$ cat config.mk
export PLATFORM = sky130hd
export DESIGN_NAME = akf_alu
export DESIGN_NICKNAME = d
export VERILOG_FILES = /design/src/rtl/akf_pkg.sv /design/src/rtl/akf_alu.sv
export SDC_FILE = /design/constraint.sdc
export NUM_CORES = 2
export LEC_CHECK = 0
export ABC_AREA = 1
export BUFFER_PORTS_ARGS = -buffer_cell sky130_fd_sc_hd__buf_4
export CORE_MARGIN = 10
export CORE_UTILIZATION = 37
export CTS_CLUSTER_SIZE = 8
export DETAILED_ROUTE_END_ITERATION = 7
export PLACE_DENSITY = 0.54
export SYNTH_ARGS = -nofsm -noshare
export SYNTH_HDL_FRONTEND = slang
export SYNTH_SLANG_ARGS = --single-unit
$ cat constraint.sdc
create_clock -name clk -period 33.9 [get_ports clk]
set_input_delay 3.39 -clock clk [delete_from_list [all_inputs] [get_ports clk]]
set_output_delay 3.39 -clock clk [all_outputs]
set_load 0.005 [all_outputs]
$ cat src/rtl/akf_pkg.sv
package akf_pkg;

	// fraction bits of the internal format
	localparam int FRAC = 40;
	// dividend bits that can be nonzero: magnitude shifted up by the fraction
	localparam int DIV_BITS = 64 + FRAC;
	localparam int CNT_W = $clog2(DIV_BITS + 1);

	localparam logic [63:0] MAX64 = 64'h7FFF_FFFF_FFFF_FFFF;
	localparam logic [63:0] MIN64 = 64'h8000_0000_0000_0000;

	typedef enum logic [1:0] {
		OP_ADD = 2'd0,
		OP_SUB = 2'd1,
		OP_MUL = 2'd2,
		OP_DIV = 2'd3
	} op_t;

	typedef enum logic [2:0] {
		CFG_TIME_STEP = 3'd0,
		CFG_MEAS_VAR  = 3'd1,
		CFG_RES_THR   = 3'd2,
		CFG_INIT_PVAR = 3'd3,
		CFG_LOW_PVAR  = 3'd4,
		CFG_HIGH_PVAR = 3'd5,
		CFG_INIT_COV  = 3'd6
	} cfg_idx_t;

	typedef struct packed {
		logic        start;
		op_t         op;
		logic [63:0] a;
		logic [63:0] b;
	} alu_req_t;

	typedef struct packed {
		logic        done;
		logic [63:0] y;
	} alu_rsp_t;

	// magnitude of a signed 64-bit value
	function automatic logic [63:0] mag64(input logic [63:0] v);
		mag64 = v[63] ? (64'd0 - v) : v;
	endfunction

	// signed value from magnitude and sign, clamped to the signed range
	function automatic logic [63:0] sat_from(input logic [63:0] m, input logic neg);
		logic [63:0] lim;
		logic [63:0] mc;
		lim = neg ? MIN64 : MAX64;
		mc  = (m > lim) ? lim : m;
		sat_from = neg ? (64'd0 - mc) : mc;
	endfunction

endpackage

$ cat src/rtl/akf_alu.sv
module akf_alu (
	input  logic              clk,
	input  logic              arst_n,
	input  akf_pkg::alu_req_t req,
	output akf_pkg::alu_rsp_t rsp
);

	typedef enum logic [3:0] {
		AS_IDLE = 4'b0001,
		AS_MUL  = 4'b0010,
		AS_DIV  = 4'b0100,
		AS_FIN  = 4'b1000
	} alu_state_t;

	alu_state_t ast_q;
	logic [63:0] ma_q, mb_q;
	logic        neg_q;
	logic        isdiv_q;
	logic [akf_pkg::CNT_W-1:0] cnt_q;
	logic [127:0] acc_q;
	logic [akf_pkg::DIV_BITS-1:0] num_q;
	logic [63:0] rem_q;
	logic        done_q;
	logic [63:0] y_q;

	// saturating add and subtract
	logic [64:0] sum_w, dif_w;
	logic [63:0] add_r, sub_r;
	assign sum_w = {req.a[63], req.a} + {req.b[63], req.b};
	assign dif_w = {req.a[63], req.a} - {req.b[63], req.b};
	assign add_r = (sum_w[64] != sum_w[63]) ? (sum_w[64] ? akf_pkg::MIN64 : akf_pkg::MAX64)
		: sum_w[63:0];
	assign sub_r = (dif_w[64] != dif_w[63]) ? (dif_w[64] ? akf_pkg::MIN64 : akf_pkg::MAX64)
		: dif_w[63:0];

	// operand magnitudes at issue
	logic [63:0] ma_w, mb_w;
	assign ma_w = akf_pkg::mag64(req.a);
	assign mb_w = akf_pkg::mag64(req.b);

	// one 32x32 partial product per cycle
	logic [31:0]  ah_w, bh_w;
	logic [63:0]  pp_w;
	logic [127:0] pps_w;
	assign ah_w = cnt_q[1] ? ma_q[63:32] : ma_q[31:0];
	assign bh_w = cnt_q[0] ? mb_q[63:32] : mb_q[31:0];
	assign pp_w = 64'(ah_w) * 64'(bh_w);
	always_comb begin
		unique case (cnt_q[1:0])
			2'b00:   pps_w = {64'd0, pp_w};
			2'b11:   pps_w = {pp_w, 64'd0};
			default: pps_w = {32'd0, pp_w, 32'd0};
		endcase
	end

	// one restoring division step per cycle
	logic [64:0] rsh_w;
	logic        ge_w;
	assign rsh_w = {rem_q, num_q[akf_pkg::DIV_BITS-1]};
	assign ge_w  = rsh_w >= {1'b0, mb_q};

	// rounding and saturation of the finished result
	logic [127:0] rnd_w;
	logic [63:0]  fin_w;
	assign rnd_w = acc_q + (128'd1 << (akf_pkg::FRAC - 1));
	always_comb begin
		if (isdiv_q) begin
			if (num_q[akf_pkg::DIV_BITS-1:64] != '0) begin
				fin_w = neg_q ? akf_pkg::MIN64 : akf_pkg::MAX64;
			end else begin
				fin_w = akf_pkg::sat_from(num_q[63:0], neg_q);
			end
		end else begin
			if (rnd_w[127:64+akf_pkg::FRAC] != '0) begin
				fin_w = neg_q ? akf_pkg::MIN64 : akf_pkg::MAX64;
			end else begin
				fin_w = akf_pkg::sat_from(rnd_w[63+akf_pkg::FRAC:akf_pkg::FRAC], neg_q);
			end
		end
	end

	always_ff @(posedge clk or negedge arst_n) begin
		if (!arst_n) begin
			ast_q  <= AS_IDLE;
			done_q <= 1'b0;
			cnt_q  <= '0;
		end else begin
			done_q <= 1'b0;
			unique case (ast_q)
				AS_IDLE: begin
					if (req.start) begin
						unique case (req.op)
							akf_pkg::OP_ADD: begin
								y_q    <= add_r;
								done_q <= 1'b1;
							end
							akf_pkg::OP_SUB: begin
								y_q    <= sub_r;
								done_q <= 1'b1;
							end
							akf_pkg::OP_MUL: begin
								ma_q    <= ma_w;
								mb_q    <= mb_w;
								neg_q   <= req.a[63] ^ req.b[63];
								isdiv_q <= 1'b0;
								acc_q   <= '0;
								cnt_q   <= '0;
								ast_q   <= AS_MUL;
							end
							akf_pkg::OP_DIV: begin
								if (req.b == '0) begin
									y_q    <= '0;
									done_q <= 1'b1;
								end else begin
									mb_q    <= mb_w;
									neg_q   <= req.a[63] ^ req.b[63];
									isdiv_q <= 1'b1;
									num_q   <= {ma_w, akf_pkg::FRAC'(0)}
										+ akf_pkg::DIV_BITS'(mb_w >> 1);
									rem_q   <= '0;
									cnt_q   <= '0;
									ast_q   <= AS_DIV;
								end
							end
						endcase
					end
				end
				AS_MUL: begin
					acc_q <= acc_q + pps_w;
					cnt_q <= cnt_q + 1'b1;
					if (cnt_q[1:0] == 2'b11) begin
						ast_q <= AS_FIN;
					end
				end
				AS_DIV: begin
					rem_q <= ge_w ? 64'(rsh_w - {1'b0, mb_q}) : rsh_w[63:0];
					num_q <= {num_q[akf_pkg::DIV_BITS-2:0], ge_w};
					cnt_q <= cnt_q + 1'b1;
					if (cnt_q == akf_pkg::CNT_W'(akf_pkg::DIV_BITS - 1)) begin
						ast_q <= AS_FIN;
					end
				end
				AS_FIN: begin
					y_q    <= fin_w;
					done_q <= 1'b1;
					ast_q  <= AS_IDLE;
				end
				default: ast_q <= AS_IDLE;
			endcase
		end
	end

	assign rsp.done = done_q;
	assign rsp.y    = y_q;

endmodule

* Word-level counts from Yosys, hierarchy flattened
Index checks and enable logic that the tools add are counted.
Storage, ports and cells: flip-flop bits (word level) 502, latch bits 0, bits in writable memories 0, memory bits (read-only) 0, bits of input ports 133, output and inout port bits 65, logic and storage cells 121, memories 0
Cells by class: add/sub/neg operators 11, multiply operators 1, div/mod/pow operators 0, magnitude comparators 3, equal/unequal tests 22, shifts and indexed selects 0, multiplexer cells 53, bitwise operators 1, reductions and logical operators 19
Operator list (count):
- two-way mux 64 bit | 21
- one-hot mux 128 bit (2 select lines) | 2
- one-hot mux 64 bit (2 select lines) | 3
- two-way mux 104 bit | 3
- two-way mux 128 bit | 2
- subtractor 1 x 64 -> 64 bit (first input constant) | 4
- one-hot mux 104 bit (2 select lines) | 1
- one-hot mux 64 bit (3 select lines) | 1
- adder 128 bit | 1
- adder 128 x 40 -> 128 bit (second input constant) | 1
- > comparator 64 bit | 2
- adder 104 x 63 -> 104 bit | 1
- adder 64 x 64 -> 65 bit | 1
- greater-or-equal comparator 65 x 64 -> 1 bit | 1
- subtractor 64 x 64 -> 65 bit | 1
- zero test 64 bit | 1
- multiplier 32 x 32 -> 64 bit | 1
- two-way mux 32 bit | 2
- subtractor 64 bit | 1
- nonzero test 40 bit | 1
- one-hot mux 7 bit (2 select lines) | 2
- nonzero test 24 bit | 1
- AND reduction 5 bit | 4
- two-way mux 4 bit | 4
- 24 further kinds | 48

* Longest topological paths before layout
depth after elaboration 8, gate-level depth with buffers 59, gate-level depth less buffers 56

* Worst setup path after synthesis
No wires, ideal clock.
kind input to register, start point input req[1] in the netlist's numbering, end point register num_q[0] in the netlist's numbering, enable pin, setup time 1583 ps, data arrival time 30595 ps, data required time 32317 ps, path slack 1722 ps, stages on the path 19, path buffers 0, path through inv_1 > ha_1 > nand4_1 > nor2_1 > nand2_1 > nor2_2 > nand2_1 > nor2_1 > nand4_1 > nor2_1 > nand3_1 > inv_1 > nand2_1 > nor2_1 > nand2_1 > nor3_1 > nand2_1 > nor2_1 > a2111oi_0
Between the ends: longest elaborated chain between the ends 3
Ends and longest elaborated chain:
- start, declared | line akf_alu.sv:4 | input akf_pkg::alu_req_t req,
- zero test 64 bit | line akf_alu.sv:111 | if (req.b == '0) begin
- != test 2 bit (no line)
- AND reduction 5 bit (no line)
- end signal, assigned | line akf_alu.sv:118 | num_q <= {ma_w, akf_pkg::FRAC'(0)}
- end signal, assigned | line akf_alu.sv:137 | num_q <= {num_q[akf_pkg::DIV_BITS-2:0], ge_w};
- end, declared | line akf_alu.sv:21 | logic [akf_pkg::DIV_BITS-1:0] num_q;
No other way between the ends. A chain may end at the register's enable or synchronous reset.

* Final worst setup path
start point register cnt_q[1] in the netlist's numbering, end point register acc_q[124], data pin
Between the ends: longest elaborated chain between the ends 5, elaborated cells on any way between the ends 7, classes of those cells 1 x add/sub; 1 x mul; 1 x eq/ne; 3 x mux; 1 x reduce/logical
Ends and longest elaborated chain:
- start, declared | line akf_alu.sv:19 | logic [akf_pkg::CNT_W-1:0] cnt_q;
- start signal, assigned | line akf_alu.sv:130 | cnt_q <= cnt_q + 1'b1;
- start signal, assigned | line akf_alu.sv:138 | cnt_q <= cnt_q + 1'b1;
- two-way mux 32 bit | line akf_alu.sv:45 | assign ah_w = cnt_q[1] ? ma_q[63:32] : ma_q[31:0];
- multiplier 32 x 32 -> 64 bit | line akf_alu.sv:47 | assign pp_w = 64'(ah_w) * 64'(bh_w);
- one-hot mux 128 bit (2 select lines) * | line akf_alu.sv:49 | unique case (cnt_q[1:0])
- adder 128 bit * | line akf_alu.sv:129 | acc_q <= acc_q + pps_w;
- one-hot mux 128 bit (2 select lines) * | line akf_alu.sv:89 | unique case (ast_q)
- end signal, assigned | line akf_alu.sv:129
- end, declared | line akf_alu.sv:20 | logic [127:0] acc_q;
Mark *: on every way between the ends. The rest lies on a longest branch, timed or not.

==> run metrics <==
crit path max fanout 36; top_reg_cell synth edfxtp_1; largest net degree at the start of global routing between 150 and 200; routability cong. approximately 1.0; Util after Layout roughly two fifths; CP required 34.50 ns; htree depth 3; Critical Path AT about 15 ns; Area contributors post-synth fa_1 (19%), edfxtp_1 (16%), nand2_1 (11%); share of layout cells above drive strength 1 4.48%; Critical Path Source Type register; Yosys cell types between 70 and 80; relative slew slack between 10% and 20%; Layout Nets roughly 15k; TritonCTS clock tree done; Post-synth top cells nand2_1 (2701), inv_1 (2433), nor2_1 (1947), a21oi_1 (969), fa_1 (901); RSZ-0062 raised after global routing false; Detailed Route Iter0 Violations 12.1k; cts repair resizes 0; Post-synth EDFFs around 500; Die Outline Area approximately 270000 sq um; io pins around 200; DRC 0; syn nets about 15k; CP peak stage delay ~1 ns; Tcrit/Tclk final between 40% and 50%; Pins Over Slew Limit 0; remaining global-route overflow 0; FF+latch count, synth about 500; P&R area growth vs syn 7.99%; CP Class register to register; cell with the most instances after synthesis nand2_1; Yosys top cell by area fa_1; Post-CTS Hold Buffers 0; worst path bufs/invs 7; Initial Utilization between 30% and 40%; sequential element share of the synthesized area around 16%; filler cell count roughly 27k; fmax ~70 MHz; status finished clean; CTS Buffer Depth 3; Synth async-reset ratio under 10%; Max Cap Viol 0; Port Buffers 197; Detailed Routing Iterations Pass 1 8; Slowest cell on crit path dfrtp_2; Overall Global Routing Usage between 30% and 40%; Core Area 252000 sq um; setup bufs post-CTS 0; final wirelength between 400000 and 500000 um; setup TNS 0 ns; skew final 0.0333 ns; clock root buffer clkbuf_16; first-pass GRT wire length approximately 600000 um; CP top delay family adder cells; vias per cell 5.56; Cells after Synth 13.6k; initial antenna violation count 45; final HPWL from detailed placement roughly 360000 um; worst hold path class register to register; Post-Syn Area 93900 sq um; post-route ant nets 0; CTS sink cnt about 500; num rows 184; chip width approximately 520 um; final count of hold timing violations 0; post-synth top area share 19.2%; TritonCTS Buffers between 70 and 80; clk_lat worst skew ~0.76 ns; Vias between 90k and 100k; chip height 524 um; vias in the first global route between 80k and 90k; CTS clk-pin slew, worst paths about 0.050 ns; Synth Warn # 0; actual slew at the worst max-slew pin around 1.3 ns; # setup viols final 0; most used cell, CP nand2_1; WL per Instance between 20 and 30 um; crit path time final between 10 and 15 ns; Synth Area per Inst slightly below 7 sq um; CP Capture Type register
-- sequential cells by signal, indices dropped and copies added, names as in the netlist --
register / flops
acc_q: 128
rem_q: 64
ast_q: 4
mb_q: 64
ma_q: 64
y_q: 64
cnt_q: 7
done_q: 1
isdiv_q: 1
num_q: 104
neg_q: 1
-- logic make-up (layout without fill, tap and decap cells) --
kind of cell | Yosys count | in the layout | share of synthesized area [%]
buf+inv | 2900 | 2907 | 11.8
fa+ha+maj | 1648 | 1648 | 29.1
compound gates | 2248 | 2248 | 13.1
simple gates | 5791 | 5791 | 25.4
other cells | 0 | 8 | 0
xor+xnor | 486 | 486 | 4.58
flops | 502 | 502 | 16.0
-- layer usage --
layer	GRT usage, %	share of wire, %	wire [um]
met1	44.1	44	189000
met2	44.5	42	180000
met3	5.24	9.8	42300
met4	11.3	4.3	18400
met5	0	0.014	59
-- final timing paths --
check                          start          to  slack, ns  depth (start not counted)
max                         cnt_q[1]  acc_q[124]      19.73                         46
min                        num_q[89]   num_q[90]       0.55                          2
max reg2reg                 cnt_q[1]  acc_q[124]      19.73                         46
min reg2reg                num_q[89]   num_q[90]       0.55                          2
max in group asynchronous     arst_n    ast_q[0]      30.97                          2
min in group asynchronous     arst_n    cnt_q[4]       2.68                          2
-- cells in the final DEF, fill, tap and decap left out, drive strengths merged, types with 170 or more instances in the layout --
cell type  netlist  final
fa             901    901
a21oi          973    973
buf            107    313
edfxtp         490    490
nor2          1969   1969
inv           2442   2445
xor2           356    356
nand4          170    170
o21ai          792    792
nand2         2714   2714
nand3          618    618
ha             747    747
-- through the flow --
stage / setup WS, ns / instance area, sq um / hold WS [ns] / instances
finish: 19.73 / 101000 / 0.548 / 16938
global placement: 19.95 / 99100 / 0.534 / 16811
CTS: 19.96 / 101000 / 0.551 / 16930
global route: 19.11 / 101000 / 0.582 / 16933
detailed placement: 19.99 / 99100 / 0.541 / 16811
floorplan: 1.72 / 93900 / 0.514 / 13575
-- worst register-to-register path, delay by kind of cell (launching register included) --
kind,cells,cell delay (ns)
adder cells (fa/ha/maj),10,4.98
buffers and inverters,7,1.79
AND/OR/NAND/NOR,21,4.04
flip-flops,1,1.01
AO/OA/AOI/OAI,8,2.24
-- area by class of cell --
type	count	area (sq um)	area share (%)
Clock buffer	102	2050	2.02
Tap cell	3348	4190	4.13
Inverter	2475	9290	9.16
Timing Repair Buffer	313	2390	2.35
Antenna cell	8	20.0	0.0197
Sequential cell	502	15000	14.8
Multi-Input combinational cell	10173	68200	67.2
Clock inverter	17	270	0.266
Power is left out: the tool's default activity adds up to more than one toggle a clock period on the data nets, which glitch-free logic cannot reach.
